===== src/rtl/mvp_pkg.sv =====
// Package with shared widths, register indexes and the X.25 checksum step of the frame packer.
package mvp_pkg;

  localparam int unsigned ByteW   = 8;
  localparam int unsigned MsgIdW  = 24;
  localparam int unsigned CfgIdxW = 1;

  localparam logic [CfgIdxW-1:0] CFG_SYSTEM_ID    = 1'b0;
  localparam logic [CfgIdxW-1:0] CFG_COMPONENT_ID = 1'b1;

  localparam logic [ByteW-1:0] START_MARK     = 8'hFD;
  localparam logic [15:0]      CRC_INIT       = 16'hFFFF;
  localparam logic [ByteW-1:0] SYSTEM_ID_RST  = 8'd255;
  localparam logic [ByteW-1:0] COMP_ID_RST    = 8'd190;

  function automatic logic [15:0] crc_fold(input logic [15:0] crc, input logic [ByteW-1:0] b);
    logic [7:0] t;
    t = b ^ crc[7:0];
    t = t ^ {t[3:0], 4'b0000};
    return {8'h00, crc[15:8]} ^ {t, 8'h00} ^ {5'b00000, t, 3'b000} ^ {12'h000, t[7:4]};
  endfunction

endpackage


===== src/rtl/mvp_if.sv =====
// Stream interfaces for the payload input channel and the frame byte output channel.
interface mvp_in_if import mvp_pkg::*; ();
  logic              valid;
  logic              ready;
  logic [ByteW-1:0]  payload_byte;
  logic [MsgIdW-1:0] message_id;
  logic [ByteW-1:0]  payload_length;
  logic [ByteW-1:0]  sequence_number;
  logic [ByteW-1:0]  crc_seed_extra;

  modport source (
    output valid, payload_byte, message_id, payload_length, sequence_number, crc_seed_extra,
    input  ready
  );
  modport sink (
    input  valid, payload_byte, message_id, payload_length, sequence_number, crc_seed_extra,
    output ready
  );
endinterface

interface mvp_out_if import mvp_pkg::*; ();
  logic             valid;
  logic             ready;
  logic [ByteW-1:0] frame_byte;
  logic             end_of_frame;

  modport source (output valid, frame_byte, end_of_frame, input ready);
  modport sink (input valid, frame_byte, end_of_frame, output ready);
endinterface


===== src/rtl/mavlink_v2_frame_packer.sv =====
// Top level of the MAVLink v2 frame packer with its byte sequencer and checksum.
//
// The input channel carries payload bytes. The first transfer of a frame also
// carries the message id, payload length, sequence number and CRC extra byte;
// those fields are ignored on later transfers of the same frame. A length of
// zero makes a frame of header and checksum only from one transfer.
// The output channel carries the frame one byte per transfer, with
// end_of_frame set on the checksum high byte.
// An accepted item sits in an input register and its bytes are produced one
// per cycle into the output register while the receiver takes them, so the
// first byte of an item passes the input register and then the output register.
// The opening item of a frame gives the header and any first payload byte, a later
// payload byte just itself, the closing item also the checksum; the output register sets this pace.
// A new item is taken in the cycle its predecessor emits its final byte.
// When the receiver stalls, the output register holds its byte and the input
// channel stops after one held item. Reset empties both registers, closes any
// open frame and restores the system and component ids.
module mavlink_v2_frame_packer import mvp_pkg::*; (
  input  logic               clk_i,
  input  logic               rst_ni,
  input  logic               cfg_we_i,
  input  logic [CfgIdxW-1:0] cfg_idx_i,
  input  logic [ByteW-1:0]   cfg_wdata_i,
  mvp_in_if.sink             in_ch,
  mvp_out_if.source          out_ch
);

  localparam logic [3:0] S_HDR0  = 4'd0;
  localparam logic [3:0] S_HDR1  = 4'd1;
  localparam logic [3:0] S_HDR2  = 4'd2;
  localparam logic [3:0] S_HDR3  = 4'd3;
  localparam logic [3:0] S_HDR4  = 4'd4;
  localparam logic [3:0] S_HDR5  = 4'd5;
  localparam logic [3:0] S_HDR6  = 4'd6;
  localparam logic [3:0] S_HDR7  = 4'd7;
  localparam logic [3:0] S_HDR8  = 4'd8;
  localparam logic [3:0] S_HDR9  = 4'd9;
  localparam logic [3:0] S_DATA  = 4'd10;
  localparam logic [3:0] S_CRCLO = 4'd11;
  localparam logic [3:0] S_CRCHI = 4'd12;

  logic [ByteW-1:0]  sys_id_q, comp_id_q;

  logic              item_vld_q, item_vld_d;
  logic [ByteW-1:0]  pay_q, len_q, seq_q, extra_in_q;
  logic [MsgIdW-1:0] id_q;

  logic [3:0]        step_q, step_d, step_nx;
  logic              inside_q, inside_nx;
  logic [ByteW-1:0]  rem_q, rem_nx;
  logic [ByteW-1:0]  extra_q, extra_nx;
  logic [15:0]       crc_q, crc_nx, crc_fin;

  logic              out_vld_q, out_vld_d;
  logic [ByteW-1:0]  out_byte_q, byte_nx;
  logic              out_eof_q, eof_nx;

  logic              adv, last, in_xfer;

  assign adv     = item_vld_q && (!out_vld_q || out_ch.ready);
  assign in_xfer = in_ch.valid && in_ch.ready;
  assign crc_fin = crc_fold(crc_q, extra_q);

  always_comb begin
    step_nx   = step_q;
    inside_nx = inside_q;
    rem_nx    = rem_q;
    extra_nx  = extra_q;
    crc_nx    = crc_q;
    byte_nx   = '0;
    eof_nx    = 1'b0;
    last      = 1'b0;
    unique case (step_q)
      S_HDR0: begin
        byte_nx  = START_MARK;
        crc_nx   = CRC_INIT;
        extra_nx = extra_in_q;
        step_nx  = S_HDR1;
      end
      S_HDR1: begin
        byte_nx = len_q;
        step_nx = S_HDR2;
      end
      S_HDR2: begin
        byte_nx = '0;
        step_nx = S_HDR3;
      end
      S_HDR3: begin
        byte_nx = '0;
        step_nx = S_HDR4;
      end
      S_HDR4: begin
        byte_nx = seq_q;
        step_nx = S_HDR5;
      end
      S_HDR5: begin
        byte_nx = sys_id_q;
        step_nx = S_HDR6;
      end
      S_HDR6: begin
        byte_nx = comp_id_q;
        step_nx = S_HDR7;
      end
      S_HDR7: begin
        byte_nx = id_q[7:0];
        step_nx = S_HDR8;
      end
      S_HDR8: begin
        byte_nx = id_q[15:8];
        step_nx = S_HDR9;
      end
      S_HDR9: begin
        byte_nx = id_q[23:16];
        if (len_q == '0) begin
          step_nx = S_CRCLO;
        end else begin
          inside_nx = 1'b1;
          rem_nx    = len_q;
          step_nx   = S_DATA;
        end
      end
      S_DATA: begin
        byte_nx = pay_q;
        rem_nx  = rem_q - 8'd1;
        if (rem_nx == '0) begin
          step_nx = S_CRCLO;
        end else begin
          last = 1'b1;
        end
      end
      S_CRCLO: begin
        byte_nx = crc_fin[7:0];
        crc_nx  = crc_fin;
        step_nx = S_CRCHI;
      end
      S_CRCHI: begin
        byte_nx   = crc_q[15:8];
        eof_nx    = 1'b1;
        last      = 1'b1;
        crc_nx    = CRC_INIT;
        rem_nx    = '0;
        inside_nx = 1'b0;
      end
      default: begin
        last = 1'b1;
      end
    endcase
    if ((step_q != S_HDR0) && (step_q <= S_DATA)) begin
      crc_nx = crc_fold(crc_q, byte_nx);
    end
  end

  assign in_ch.ready = !item_vld_q || (adv && last);

  always_comb begin
    item_vld_d = item_vld_q;
    step_d     = step_q;
    if (adv) begin
      step_d = step_nx;
      if (last) begin
        item_vld_d = 1'b0;
      end
    end
    if (in_xfer) begin
      item_vld_d = 1'b1;
      step_d     = (adv ? inside_nx : inside_q) ? S_DATA : S_HDR0;
    end
  end

  always_comb begin
    out_vld_d = out_vld_q;
    if (adv) begin
      out_vld_d = 1'b1;
    end else if (out_ch.ready) begin
      out_vld_d = 1'b0;
    end
  end

  always_ff @(posedge clk_i or negedge rst_ni) begin
    if (!rst_ni) begin
      sys_id_q   <= SYSTEM_ID_RST;
      comp_id_q  <= COMP_ID_RST;
      item_vld_q <= 1'b0;
      step_q     <= S_HDR0;
      inside_q   <= 1'b0;
      rem_q      <= '0;
      extra_q    <= '0;
      crc_q      <= CRC_INIT;
      out_vld_q  <= 1'b0;
    end else begin
      if (cfg_we_i) begin
        unique case (cfg_idx_i)
          CFG_SYSTEM_ID:    sys_id_q  <= cfg_wdata_i;
          CFG_COMPONENT_ID: comp_id_q <= cfg_wdata_i;
          default: ;
        endcase
      end
      item_vld_q <= item_vld_d;
      step_q     <= step_d;
      out_vld_q  <= out_vld_d;
      if (adv) begin
        inside_q <= inside_nx;
        rem_q    <= rem_nx;
        extra_q  <= extra_nx;
        crc_q    <= crc_nx;
      end
    end
  end

  always_ff @(posedge clk_i) begin
    if (in_xfer) begin
      pay_q      <= in_ch.payload_byte;
      id_q       <= in_ch.message_id;
      len_q      <= in_ch.payload_length;
      seq_q      <= in_ch.sequence_number;
      extra_in_q <= in_ch.crc_seed_extra;
    end
    if (adv) begin
      out_byte_q <= byte_nx;
      out_eof_q  <= eof_nx;
    end
  end

  assign out_ch.valid        = out_vld_q;
  assign out_ch.frame_byte   = out_byte_q;
  assign out_ch.end_of_frame = out_eof_q;

`ifndef SYNTHESIS
  a_step_range: assert property (@(posedge clk_i) disable iff (!rst_ni)
    item_vld_q |-> (step_q <= S_CRCHI))
    else $error("Sequencer step outside the frame layout.");

  a_close_frame: assert property (@(posedge clk_i) disable iff (!rst_ni)
    (adv && (step_q == S_CRCHI)) |=> (!inside_q && (crc_q == CRC_INIT)))
    else $error("Frame still open after its checksum high byte.");

  a_rem_zero: assert property (@(posedge clk_i) disable iff (!rst_ni)
    (inside_q && (rem_q == '0)) |-> (item_vld_q && ((step_q == S_CRCLO) || (step_q == S_CRCHI))))
    else $error("Open frame has no bytes left but is not closing.");

  a_idle_crc: assert property (@(posedge clk_i) disable iff (!rst_ni)
    (!inside_q && !item_vld_q) |-> (crc_q == CRC_INIT))
    else $error("Checksum not at its initial value between frames.");
`endif

endmodule

===== src/flat_wrapper.sv =====
// flat-port wrapper written by rule: the top's interface ports become plain ports
module mavlink_v2_frame_packer_flat import mvp_pkg::*;
  (clk_i, rst_ni, cfg_we_i, cfg_idx_i, cfg_wdata_i, in_ch_valid, in_ch_payload_byte, in_ch_message_id, in_ch_payload_length, in_ch_sequence_number, in_ch_crc_seed_extra, in_ch_ready, out_ch_valid, out_ch_frame_byte, out_ch_end_of_frame, out_ch_ready);
  mvp_in_if in_ch_i ();
  mvp_out_if out_ch_i ();
  input  logic clk_i;
  input  logic rst_ni;
  input  logic cfg_we_i;
  input  logic [CfgIdxW-1:0] cfg_idx_i;
  input  logic [ByteW-1:0] cfg_wdata_i;
  input wire logic [$bits(in_ch_i.valid)-1:0] in_ch_valid;
  input wire logic [$bits(in_ch_i.payload_byte)-1:0] in_ch_payload_byte;
  input wire logic [$bits(in_ch_i.message_id)-1:0] in_ch_message_id;
  input wire logic [$bits(in_ch_i.payload_length)-1:0] in_ch_payload_length;
  input wire logic [$bits(in_ch_i.sequence_number)-1:0] in_ch_sequence_number;
  input wire logic [$bits(in_ch_i.crc_seed_extra)-1:0] in_ch_crc_seed_extra;
  output wire logic [$bits(in_ch_i.ready)-1:0] in_ch_ready;
  output wire logic [$bits(out_ch_i.valid)-1:0] out_ch_valid;
  output wire logic [$bits(out_ch_i.frame_byte)-1:0] out_ch_frame_byte;
  output wire logic [$bits(out_ch_i.end_of_frame)-1:0] out_ch_end_of_frame;
  input wire logic [$bits(out_ch_i.ready)-1:0] out_ch_ready;
  assign in_ch_i.valid = in_ch_valid;
  assign in_ch_i.payload_byte = in_ch_payload_byte;
  assign in_ch_i.message_id = in_ch_message_id;
  assign in_ch_i.payload_length = in_ch_payload_length;
  assign in_ch_i.sequence_number = in_ch_sequence_number;
  assign in_ch_i.crc_seed_extra = in_ch_crc_seed_extra;
  assign in_ch_ready = in_ch_i.ready;
  assign out_ch_valid = out_ch_i.valid;
  assign out_ch_frame_byte = out_ch_i.frame_byte;
  assign out_ch_end_of_frame = out_ch_i.end_of_frame;
  assign out_ch_i.ready = out_ch_ready;
  mavlink_v2_frame_packer u_core (.clk_i(clk_i), .rst_ni(rst_ni), .cfg_we_i(cfg_we_i), .cfg_idx_i(cfg_idx_i), .cfg_wdata_i(cfg_wdata_i), .in_ch(in_ch_i), .out_ch(out_ch_i));
endmodule

===== config.mk =====
export PLATFORM = sky130hd
export DESIGN_NAME = mavlink_v2_frame_packer_flat
export DESIGN_NICKNAME = d
export VERILOG_FILES = /design/src/rtl/mvp_pkg.sv /design/src/rtl/mvp_if.sv /design/src/rtl/mavlink_v2_frame_packer.sv /design/src/flat_wrapper.sv
export SDC_FILE = /design/constraint.sdc
export NUM_CORES = 1
export LEC_CHECK = 0
export BUFFER_PORTS_ARGS = -buffer_cell sky130_fd_sc_hd__buf_2
export CORE_UTILIZATION = 53
export CTS_CLUSTER_DIAMETER = 150
export DETAILED_ROUTE_END_ITERATION = 8
export PLACE_DENSITY_LB_ADDON = 0.12
export SYNTH_ARGS = -nofsm -noshare
export SYNTH_HDL_FRONTEND = slang
export SYNTH_SLANG_ARGS = --single-unit

===== constraint.sdc =====
create_clock -name clk_i -period 4 [get_ports clk_i]
set_input_delay 0.4 -clock clk_i [delete_from_list [all_inputs] [get_ports clk_i]]
set_output_delay 0.4 -clock clk_i [all_outputs]
set_load 0.02 [all_outputs]

# Yosys cells after proc, flatten, opt, wreduce, memory -nomap -nowiden
# Index checks and enable logic that the tools add are counted.
# word_totals
reg_bits,120
latch_bits,0
mem_bits_rw,0
rom_bits,0
in_bits,70
out_inout_bits,11
elab_cells,92
memories,0
# op_classes
add_sub_neg,1
mul,0
div_mod_pow,0
magnitude_cmp,1
eq_ne,14
shifts,0
mux,22
n_bitwise,11
n_reduce_logical,27
# ops
operator,n
$pmux W8 S11,1
$pmux W4 S12,1
$pmux W16 S2,1
$xor A16 B11 Y16,2
$xor A16 B4 Y16,2
$xor A8 B16 Y16,2
$xor A8 B8 Y8,4
$pmux W8 S3,1
$eq A4 B4 Y1 const B,5
$eq A4 B3 Y1 const B,4
$logic_not A8 Y1,2
$mux W16,1
$mux W4,4
$reduce_bool A13 Y1,1
$reduce_or A11 Y1,1
$mux W1,10
$reduce_and A2 Y1,5
$eq A4 B2 Y1 const B,2
$mux W8,1
$sub A8 B1 Y8 const B,1
$reduce_and A3 Y1,2
$reduce_bool A2 Y1,3
$reduce_bool A3 Y1,2
$eq A4 B1 Y1 const B,1
other kinds (11),17

# Depth between registers and ports, before layout
# Gate-level depths: netlist of the first run.
# depth
ltp_word,12
mapped_depth,11
depth_no_buf,9

# Worst setup path after synthesis of the first run
# OpenSTA, ideal clock, no wires.
# synth_path
path_type,reg2reg
startpoint,register u_core.rem_q[0]
endpoint,register u_core.extra_in_q[0] (enable)
arrival_ns,3.640
required_time_ns,3.580
slack_ns,-0.060
path_stages_with_launch,9
n_path_buf,0
synth_period_minus_slack_ns,4.060
path_cell_list,dfrtp_1 -> inv_1 -> ha_1 -> or3b_2 -> or4_1 -> a41oi_1 -> o21ai_1 -> o21ai_2 -> and2_1
# synth_between
elab_chain_len,7
# synth_rtl
item,line,text
start: declaration,mavlink_v2_frame_packer.sv:50,"logic [ByteW-1:0] rem_q, rem_nx;"
start signal: assignment,mavlink_v2_frame_packer.sv:203,rem_q <= rem_nx;
$sub A8 B1 Y8,mavlink_v2_frame_packer.sv:124,rem_nx = rem_q - 8'd1;
$logic_not A8 Y1,mavlink_v2_frame_packer.sv:125,if (rem_nx == '0) begin
$mux W1,mavlink_v2_frame_packer.sv:125,
$pmux W1 S2,mavlink_v2_frame_packer.sv:73,unique case (step_q)
$logic_and A1 B1 Y1,mavlink_v2_frame_packer.sv:153,assign in_ch.ready = !item_vld_q || (adv && last);
$logic_or A1 B1 Y1,mavlink_v2_frame_packer.sv:153,
net in_ch_ready,flat_wrapper.sv:17,output wire logic [$bits(in_ch_i.ready)-1:0] in_ch_ready;
$logic_and A1 B1 Y1,mavlink_v2_frame_packer.sv:61,assign in_xfer = in_ch.valid && in_ch.ready;
net u_core.in_xfer,mavlink_v2_frame_packer.sv:58,"logic adv, last, in_xfer;"
end signal: assignment,mavlink_v2_frame_packer.sv:216,extra_in_q <= in_ch.crc_seed_extra;
end: declaration,mavlink_v2_frame_packer.sv:45,"logic [ByteW-1:0] pay_q, len_q, seq_q, extra_in_q;"
# The timed path passes the listed nets, and every way through them passes these cells.
# A chain may end at the register's enable or synchronous reset.

# Worst setup path in the final report of the first run
# layout_path
startpoint,register u_core.rem_q[0]
endpoint,output port in_ch_ready
# layout_between
elab_chain_len,6
# layout_rtl
item,line
$sub A8 B1 Y8,mavlink_v2_frame_packer.sv:124
$logic_not A8 Y1,mavlink_v2_frame_packer.sv:125
$mux W1,mavlink_v2_frame_packer.sv:125
$pmux W1 S2,mavlink_v2_frame_packer.sv:73
$logic_and A1 B1 Y1,mavlink_v2_frame_packer.sv:153
$logic_or A1 B1 Y1,mavlink_v2_frame_packer.sv:153
end: declaration,flat_wrapper.sv:17
# Every way passes these cells.

==> impl_metrics.csv, run 1 <==
group,metric,value,unit
floorplanning,coreArea,11500,um^2
cts,postCtsSetupBuffers,0,
setup_path,arrival,3.00,ns
setup_path,worstPathMaxFanout,6,
power_and_ir_drop,comb_power_share,0.485,
cts,tritoncts,"built",
setup_path,endpoint_kind,"output pin",
setup_path,worst_setup_path_start_kind,"register",
placed_design,place_hpwl,11.5,mm
power_and_ir_drop,p_sw,2.84,mW
power_and_ir_drop,clock_power_share,0.208,
global_routing,grt_pass1_wl,25.5,mm
drt,drt_iter0_drc,534,
logic_synthesis,synth_area_per_cell,11.7,um^2
placed_design,gp_congestion,0.914,
global_routing,grt_remaining_overflow,0,
drt,ant_nets,0,
sta,slew_headroom,0.349,
floorplanning,dieArea,12400,um^2
setup_path,crit_type,"reg2out",
finish,synthToLayoutAreaGrowth,17.7,%
power_and_ir_drop,power_frac_seq,0.308,
global_routing,grt_max_degree,42,
cts,cts_resized,0,
setup_path,required,3.60,ns
power_and_ir_drop,p_per_area,955,nW/um^2
global_routing,grt_pass1_vias,4710,
sta,skew,0.0127,ns
sta,setup_violations,0,
cts,cts_sinks,120,
power_and_ir_drop,p_leak,2.98,nW
global_routing,grt.total_usage,0.275,
hold_path,min_path_type,"in2async",
logic_synthesis,syn_inst,542,
placed_design,io_buffers,80,
sta,max_freq,0.294,GHz
logic_synthesis,syn_nets,614,
finish,drive_gt1_frac,0.320,
power_and_ir_drop,swShare,0.399,
sta,maxSlewViolCount,0,
setup_path,cpMaxStageDelayCell,"or3b_2",
sta,setup_tns,0,ns
cts,path_clk_slew,0.06,ns
sta,rsz0062_at_grt,"false",
logic_synthesis,ys_types,69,
logic_synthesis,yosys_warnings,0,
floorplanning,die_h,111,um
floorplanning,ios,81,
drt,vias,4834,
drt,wire_per_inst,20.3,um
run_status,status,"finished with violations",
cts,cts_root_buf,"clkbuf_16",
logic_synthesis,syn_area,6340,um^2
run_status,violations,"DRC",
sta,hold_viol,0,
logic_synthesis,ys_ff_latch,120,
finish,antenna_cells,0,
finish,nNetsFinal,699,
setup_path,crit_chain,"inv_1 -> ha_1 -> or3b_2 -> or4_1 -> a41oi_1 -> o21ai_1 -> o21ai_2 -> buf_2",
cts,cts_max_level,4,
logic_synthesis,synthFlopType,"edfxtp_1",
drt,drc,8,
cts,cts-hold-fix-buffers,0,
cts,clk_latency,0.43,ns
sta,fin_ws,0.603,ns
cts,clockBufferDepth,2,
drt,totalWireLength,15.9,mm
floorplanning,initial_core_util,0.550,
logic_synthesis,synth_edf_count,65,
floorplanning,fp-row-count,39,
power_and_ir_drop,power,7.13,mW
drt,dr.pass1.iters,7,
sta,final.min_clock_period,3.40,ns
sta,min_period_over_period,0.849,
global_routing,grt_antenna_before_repair,0,
logic_synthesis,async_flop_share,0.458,
logic_synthesis,synth-seq-area-share,0.531,
floorplanning,die_w,111,um
power_and_ir_drop,p_int,4.28,mW
setup_path,max_stage_delay,0.50,ns
setup_path,reg2reg_slack,0.73,ns
drt,viasPerCell,6.17,
sta,tightestPinTransition,0.977,ns
power_and_ir_drop,max-vdd-ir-drop,0.000619,V
job,cap_violations,0,
placed_design,dp_slack,0.783,ns
cts,numCtsBuffers,17,
==> worst max-delay path, delay by kind of cell, from the launching register on <==
family | cells | cell delay (ns)
adder cells (fa/ha/maj) | 1 | 0.23
AO/OA/AOI/OAI | 3 | 0.68
flip-flops | 1 | 0.40
buffers and inverters | 2 | 0.34
AND/OR/NAND/NOR | 2 | 0.94
==> worst paths after layout <==
kind | start | end | cells after the start
max | u_core.rem_q[0] | in_ch_ready | 8
min | rst_ni | u_core.rem_q[2] | 1
max reg2reg | u_core.rem_q[0] | u_core.pay_q[1] | 9
min reg2reg | u_core.extra_in_q[6] | u_core.extra_q[6] | 1
max in group asynchronous | rst_ni | u_core.crc_q[8] | 2
min in group clk_i | in_ch_crc_seed_extra[2] | u_core.extra_in_q[2] | 1
==> synthesized netlist by cell type (7+ instances only) <==
master    number  area, um^2
edfxtp_1      65        1950
nand2_1       34         128
nor2_1        32         120
mux2_2        31         349
dfstp_2       30         788
o21ai_0       28         140
dfrtp_1       25         626
a21oi_1       24         120
nand3_1       15        75.1
xnor2_1       14         123
inv_1         13        48.8
nor3_1        13        65.1
mux2i_1       12         120
buf_2         11        55.1
clkbuf_1      11        41.3
nand3b_1      10        75.1
a22o_1         9        78.8
nand2b_1       9        56.3
or3_1          9        56.3
xor2_1         9        78.8
nor2b_1        7        43.8
o22ai_1        7        43.8
o31ai_1        7        52.6
xnor3_1        7         158
==> metrics by stage <==
step           instance area [um^2]  cells  utilization  hold WS [ns]
2_1_floorplan                  6340    542            -         0.104
3_3_place_gp                   6880    751        0.598         0.455
3_5_place_dp                   6880    751        0.598         0.470
4_1_cts                        7460    783        0.648         0.134
5_1_grt                        7460    783        0.648         0.129
6_report                       7460    783        0.648         0.131
==> routing by layer <==
metal / GRT usage / part of all wire
met2: 0.403 / 0.44
met1: 0.390 / 0.46
met5: 0 / 0
met3: 0.0713 / 0.071
met4: 0.113 / 0.026
==> power groups by stage <==
stage	registers, mW	logic, mW	clock network [mW]
6_report	2.19	3.45	1.48
2_1_floorplan	2.04	2.73	0
3_5_place_dp	2.19	3.39	0
4_1_cts	2.18	3.41	1.50
3_3_place_gp	2.18	3.33	0
5_1_grt	2.23	3.75	1.56
==> logic make-up after synthesis <==
group                      count (synthesis)  synth area share
buffers and inverters                     41            0.0306
muxes                                     44            0.0764
AOI/OAI and AO/OA                        127             0.138
adders and majority gates                  2           0.00395
xor gates and xnor gates                  32            0.0642
DFF                                      120             0.531
and+or+nand+nor                          176             0.156
==> flip-flops by register name (all words and copies together) (netlist names) <==
register	cells
u_core.id_q	24
u_core.crc_q	16
u_core.comp_id_q	8
u_core.extra_in_q	8
u_core.extra_q	8
u_core.len_q	8
u_core.out_ch.frame_byte	8
u_core.pay_q	8
u_core.rem_q	8
u_core.seq_q	8
u_core.sys_id_q	8
u_core.step_q	4
u_core.inside_q	1
u_core.item_vld_q	1
u_core.out_ch.end_of_frame	1
u_core.out_ch.valid	1
==> layout make-up <==
class                   instances  area, um^2
well taps                     143         179
repair buffers                 94         505
fillers                       887        4060
clock buffers                  18         429
multi-input cells             381        2780
flip-flops and latches        120        3370
inverters                      13        48.8
clock inverters                14         149
==> layout by cell type, fill, tap and decap left out, types with 7 or more instances in the layout <==
master	instances
or3_1	9
xor2_1	9
edfxtp_1	65
nand2b_1	9
nor2_1	32
xnor2_1	14
inv_1	13
dfrtp_1	25
a21oi_1	24
buf_2	80
o21ai_0	28
xnor3_1	7
nor3_1	13
clkbuf_16	17
nand2_1	34
nand3_1	15
a22o_1	9
dfstp_2	30
o22ai_1	7
mux2i_1	12
nand3b_1	10
buf_4	14
mux2_2	31
nor2b_1	7
Note: power is estimated with default switching activity, not from simulation.
==> run 2, diff against run 1 <==
--- a/config.mk
+++ b/config.mk
@@ -6,7 +6,7 @@
 export NUM_CORES = 1
 export LEC_CHECK = 0
 export BUFFER_PORTS_ARGS = -buffer_cell sky130_fd_sc_hd__buf_2
-export CORE_UTILIZATION = 53
+export CORE_UTILIZATION = 58
 export CTS_CLUSTER_DIAMETER = 150
 export DETAILED_ROUTE_END_ITERATION = 8
 export PLACE_DENSITY_LB_ADDON = 0.12
==> constraint.sdc (replaced) <==
create_clock -name clk_i -period 3.19 [get_ports clk_i]
set_input_delay 0.319 -clock clk_i [delete_from_list [all_inputs] [get_ports clk_i]]
set_output_delay 0.319 -clock clk_i [all_outputs]
set_load 0.02 [all_outputs]
==> impl_metrics.csv, run 2 (synthesized netlist as in run 1, its figures left out) <==
group,metric,value,unit
run_status,status,"complete, no violations",
finish,antenna_cells,0,
global_routing,grt_pass1_vias,5205,
sta,setup_tns,0,ns
drt,viasPerCell,6.16,
finish,fillerInstances,696,
setup_path,rr_worst_depth,9,
floorplanning,dieArea,11300,um^2
sta,max_freq,0.322,GHz
global_routing,grt_antenna_before_repair,0,
placed_design,gp_congestion,0.926,
setup_path,max_stage_delay,0.43,ns
setup_path,crit_type,"reg2out",
floorplanning,die_w,107,um
sta,setup_violations,0,
sta,min_period_over_period,0.973,
hold_path,hold_depth,2,
power_and_ir_drop,max-vdd-ir-drop,0.000587,V
finish,mostFrequentLayoutCells,"buf_2 (79), edfxtp_1 (65), dlygate4sd3_1 (57)",
sta,final.min_clock_period,3.10,ns
sta,slew_headroom,0.351,
sta,hold_viol,0,
sta,maxSlewViolCount,0,
floorplanning,die_h,107,um
hold_path,worstHoldEndpoint,"u_core.sys_id_q[1]",
sta,skew,0.00983,ns
setup_path,r2r_start,"u_core.step_q[0]",
drt,drt_iter0_drc,383,
setup_path,timing.rr.end,"u_core.crc_q[2]",
drt,wire_per_inst,20.8,um
power_and_ir_drop,p_leak,3.31,nW
floorplanning,ios,81,
global_routing,grt_max_degree,58,
floorplanning,fp-row-count,37,
global_routing,grt_pass1_wl,27.5,mm
setup_path,arrival,2.78,ns
floorplanning,coreArea,10500,um^2
finish,nNetsFinal,773,
placed_design,place_hpwl,11.2,mm
drt,vias,5232,
hold_path,hp-start,"cfg_wdata_i[1]",
setup_path,required,2.87,ns
floorplanning,initial_core_util,0.606,
power_and_ir_drop,p_per_area,1120,nW/um^2
finish,largest_register,"u_core.id_q",
placed_design,placed_cell_area,6990,um^2
cts,numCtsBuffers,17,
cts,cts_sinks,120,
job,cap_violations,0,
finish,synthToLayoutAreaGrowth,28.8,%
drt,ant_nets,0,
placed_design,io_buffers,80,
setup_path,worstPathMaxFanout,5,
drt,dr.pass1.iters,6,
sta,tightestPinTransition,0.973,ns
cts,path_clk_slew,0.06,ns
finish,layout_commonest_cell,"buf_2",
finish,drive_gt1_frac,0.321,
global_routing,grt.total_usage,0.330,
cts,clockBufferDepth,2,
setup_path,reg2reg_slack,0.17,ns
drt,drc,0,
setup_path,crit_chain,"inv_2 -> ha_4 -> or3b_4 -> or4_4 -> a41oi_2 -> o21ai_2 -> o21ai_2 -> buf_4 -> buf_4",
cts,clk_latency,0.54,ns
global_routing,grt_remaining_overflow,0,
hold_path,min_path_type,"in2reg",
setup_path,cpMaxStageDelayCell,"or4_4",
setup_path,endpoint_kind,"output pin",
finish,largest_registers,"u_core.id_q x24, u_core.crc_q x16",
finish,fin_area,8160,um^2
finish,fin_util,0.780,
cts,cts_max_level,4,
drt,totalWireLength,17.7,mm
cts,tritoncts,"built",
finish,largest_reg_flops,24,
setup_path,worst_setup_path_start_kind,"register",
cts,cts_root_buf,"clkbuf_8",
==> run 2: how the worst max path moves through the flow <==
| stage | startpoint | endpoint | slack (ns) | cells after the start |
|---|---|---|---|---|
| 3_5_place_dp | u_core.rem_q[0] | u_core.extra_in_q[7] | 0.17 | 9 |
| 3_3_place_gp | u_core.rem_q[0] | u_core.extra_in_q[2] | 0.29 | 9 |
| 2_1_floorplan | u_core.rem_q[0] | u_core.extra_in_q[0] | 0.02 | 8 |
| 6_report | u_core.rem_q[0] | in_ch_ready | 0.09 | 9 |
| 5_1_grt | u_core.rem_q[0] | in_ch_ready | -0.01 | 9 |
| 4_1_cts | u_core.rem_q[1] | in_ch_ready | 0.02 | 9 |
==> run 2: report_power, final <==
part           leakage, nW  switching (mW)  total (mW)  internal [mW]
Clock                0.259           0.735        1.77           1.03
Sequential            1.21           0.497        2.74           2.24
Combinational         1.84            2.47        4.66           2.19
Total                 3.31            3.70        9.17           5.47
==> run 2: final cells by class <==
cell class | count | area (um^2) | share of cell area
inverters | 13 | 48.8 | 0.00598
clock inverters | 14 | 124 | 0.0152
flip-flops and latches | 120 | 3370 | 0.413
multi-input cells | 381 | 2820 | 0.345
repair buffers | 168 | 1220 | 0.149
clock buffers | 18 | 418 | 0.0512
well taps | 136 | 170 | 0.0208
==> run 2: routing by layer <==
layer | global-route usage | vias up | share of wire
li1 | - | 2382 | -
met1 | 0.435 | 2519 | 0.41
met2 | 0.504 | 286 | 0.46
met3 | 0.101 | 45 | 0.090
met4 | 0.149 | 0 | 0.033
met5 | 0 | - | 0
==> run 2: metrics by stage <==
stage | cells | total power, mW | setup WS [ns] | hold WS (ns)
after floorplan | 542 | 5.99 | 0.0199 | 0.0234
after global routing | 850 | 9.67 | -0.00996 | 0.0167
after CTS | 848 | 9.06 | 0.0155 | 0.00840
after detailed placement | 757 | 7.15 | 0.166 | 0.461
after global placement | 757 | 6.99 | 0.290 | 0.460
final | 850 | 9.17 | 0.0862 | 0.0311
==> run 2: worst max-delay path: cells and delay by family (launching register included) <==
family          cells  cell delay, ns
compound gates      3            0.47
fa+ha+maj           1            0.14
buf+inv             3            0.39
flops               1            0.41
simple gates        2            0.83
==> run 2: timing repair <==
item,CTS,global route
cloned,0,0
buffers inserted,2,2
pin swaps,3,2
setup endpoints to repair,1,2
hold buffers,57,0
gates resized for setup,8,2
hold endpoints to repair,81,0
==> run 3, diff against run 2 <==
--- a/config.mk
+++ b/config.mk
@@ -10,6 +10,7 @@
 export CTS_CLUSTER_DIAMETER = 150
 export DETAILED_ROUTE_END_ITERATION = 8
 export PLACE_DENSITY_LB_ADDON = 0.12
+export RECOVER_POWER = 25
 export SYNTH_ARGS = -nofsm -noshare
 export SYNTH_HDL_FRONTEND = slang
 export SYNTH_SLANG_ARGS = --single-unit
==> impl_metrics.csv, run 3 (synthesized netlist as in run 1, its figures left out) <==
group,metric,value,unit
floorplanning,ios,81,
placed_design,place_hpwl,11.2,mm
cts,cts_max_level,4,
global_routing,grt_pass1_vias,5205,
floorplanning,die_w,107,um
cts,numCtsBuffers,17,
finish,layout_commonest_cell,"buf_2",
global_routing,grt_max_degree,58,
finish,nNetsFinal,773,
finish,fillerInstances,694,
drt,vias,5215,
finish,largest_registers,"u_core.id_q x24, u_core.crc_q x16",
cts,cts_root_buf,"clkbuf_8",
finish,largest_register,"u_core.id_q",
global_routing,grt_antenna_before_repair,0,
drt,totalWireLength,17.7,mm
power_and_ir_drop,p_int,5.47,mW
floorplanning,dieArea,11300,um^2
cts,cts_sinks,120,
power_and_ir_drop,p_per_area,1120,nW/um^2
placed_design,io_buffers,80,
cts,clockBufferDepth,2,
placed_design,gp_congestion,0.926,
sta,slew_headroom,0.344,
power_and_ir_drop,swShare,0.404,
power_and_ir_drop,p_sw,3.71,mW
setup_path,worstPathBufferInverterCount,3,
sta,setup_violations,0,
global_routing,grt_pass1_wl,27.5,mm
finish,drive_gt1_frac,0.312,
power_and_ir_drop,p_leak,3.30,nW
finish,antenna_cells,0,
placed_design,placed_cell_area,6990,um^2
cts,path_clk_slew,0.06,ns
sta,max_freq,0.321,GHz
drt,maxUsedRoutingLayer,"met4",
floorplanning,initial_core_util,0.606,
drt,ant_nets,0,
sta,hold_viol,0,
setup_path,crit_chain,"inv_2 -> ha_4 -> or3b_4 -> or4_4 -> a41oi_2 -> o21ai_2 -> o21ai_2 -> buf_4 -> buf_4",
setup_path,cpMaxStageDelayCell,"or4_4",
power_and_ir_drop,power_frac_seq,0.298,
sta,whs,0.0303,ns
drt,wire_per_inst,20.8,um
global_routing,grt.total_usage,0.330,
sta,skew,0.00962,ns
finish,largest_reg_flops,24,
sta,min_period_over_period,0.975,
finish,mostFrequentLayoutCells,"buf_2 (77), edfxtp_1 (65), dlygate4sd3_1 (57)",
floorplanning,fp-row-count,37,
drt,dr_wl_met2,8.27,mm
finish,synthToLayoutAreaGrowth,28.7,%
setup_path,max_stage_delay,0.43,ns
cts,clk_latency,0.54,ns
power_and_ir_drop,power,9.18,mW
cts,tritoncts,"built",
drt,drc,0,
setup_path,arrival,2.79,ns
power_and_ir_drop,max-vdd-ir-drop,0.000589,V
finish,final_cells,850,
setup_path,required,2.87,ns
sta,final.min_clock_period,3.11,ns
power_and_ir_drop,comb_power_share,0.509,
job,cap_violations,0,
drt,dr.pass1.iters,5,
setup_path,crit_family,"simple AND/OR/NAND/NOR gates",
finish,fin_util,0.780,
drt,viasPerCell,6.14,
floorplanning,coreArea,10500,um^2
hold_path,min_path_type,"in2reg",
finish,fin_area,8160,um^2
setup_path,worstPathMaxFanout,5,
drt,drt_iter0_drc,413,
global_routing,grt_remaining_overflow,0,
drt,wl_met3,1.50,mm
floorplanning,die_h,107,um
sta,maxSlewViolCount,0,
setup_path,endpoint_kind,"output pin",
drt,met1_length,7.41,mm
setup_path,worst_setup_path_start_kind,"register",
run_status,status,"complete, no violations",
sta,tightestPinTransition,0.984,ns
setup_path,crit_type,"reg2out",
power_and_ir_drop,clock_power_share,0.193,
placed_design,dp.cells,757,
[run 3: changes by cell type in the layout (fill, tap and decap cells not counted)]
cell      change
dfstp_1       +4
dfstp_2       -4
buf_2         -2
clkbuf_1      +2
[run 3: layout make-up]
class                   instances  area (um^2)  share of cell area
inverters                      13         48.8             0.00598
clock buffers                  18          418              0.0512
well taps                     136          170              0.0209
multi-input cells             381         2820               0.345
flip-flops and latches        120         3370               0.413
clock inverters                14          124              0.0152
repair buffers                168         1220               0.149
[run 3: path summary, 6_finish.rpt]
| path | slack (ns) | startpoint | end | cells past startpoint |
|---|---|---|---|---|
| worst max-delay path | 0.08 | u_core.rem_q[0] | in_ch_ready | 9 |
| worst min-delay path | 0.03 | cfg_wdata_i[1] | u_core.sys_id_q[1] | 2 |
| worst max register to register | 0.18 | u_core.step_q[0] | u_core.crc_q[2] | 9 |
| worst min register to register | 0.48 | u_core.inside_q | u_core.inside_q | 2 |
| max in group asynchronous | 1.90 | rst_ni | u_core.crc_q[3] | 3 |
| min in group asynchronous | 0.48 | rst_ni | u_core.rem_q[6] | 2 |
[run 3: power by group through the flow]
stage | sequential [mW] | clock [mW] | combinational (mW)
after floorplan | 2.56 | 0 | 3.43
after global routing | 2.78 | 1.84 | 5.05
final | 2.74 | 1.77 | 4.67
after CTS | 2.71 | 1.79 | 4.57
after global placement | 2.70 | 0 | 4.29
after detailed placement | 2.72 | 0 | 4.44
[run 3: metal layers]
layer,track usage,vias to the layer above
li1,-,2382
met1,0.435,2522
met2,0.504,274
met3,0.101,37
met4,0.149,0
met5,0,-
[run 3: timing repair]
item	4_1_cts	5_1_grt
setup endpoints to repair	1	2
gates cloned	0	0
pin swaps	3	2
endpoints found under the hold margin	81	0
hold buffers	57	0
buffers inserted	2	2
gates resized for setup	8	2
[run 3: through the flow]
step / TNS [ns] / setup slack [ns]
final: 0 / 0.0791
after global routing: -0.00996 / -0.00996
after CTS: 0 / 0.0155
after detailed placement: 0 / 0.166
after global placement: 0 / 0.290
after floorplan: 0 / 0.0199
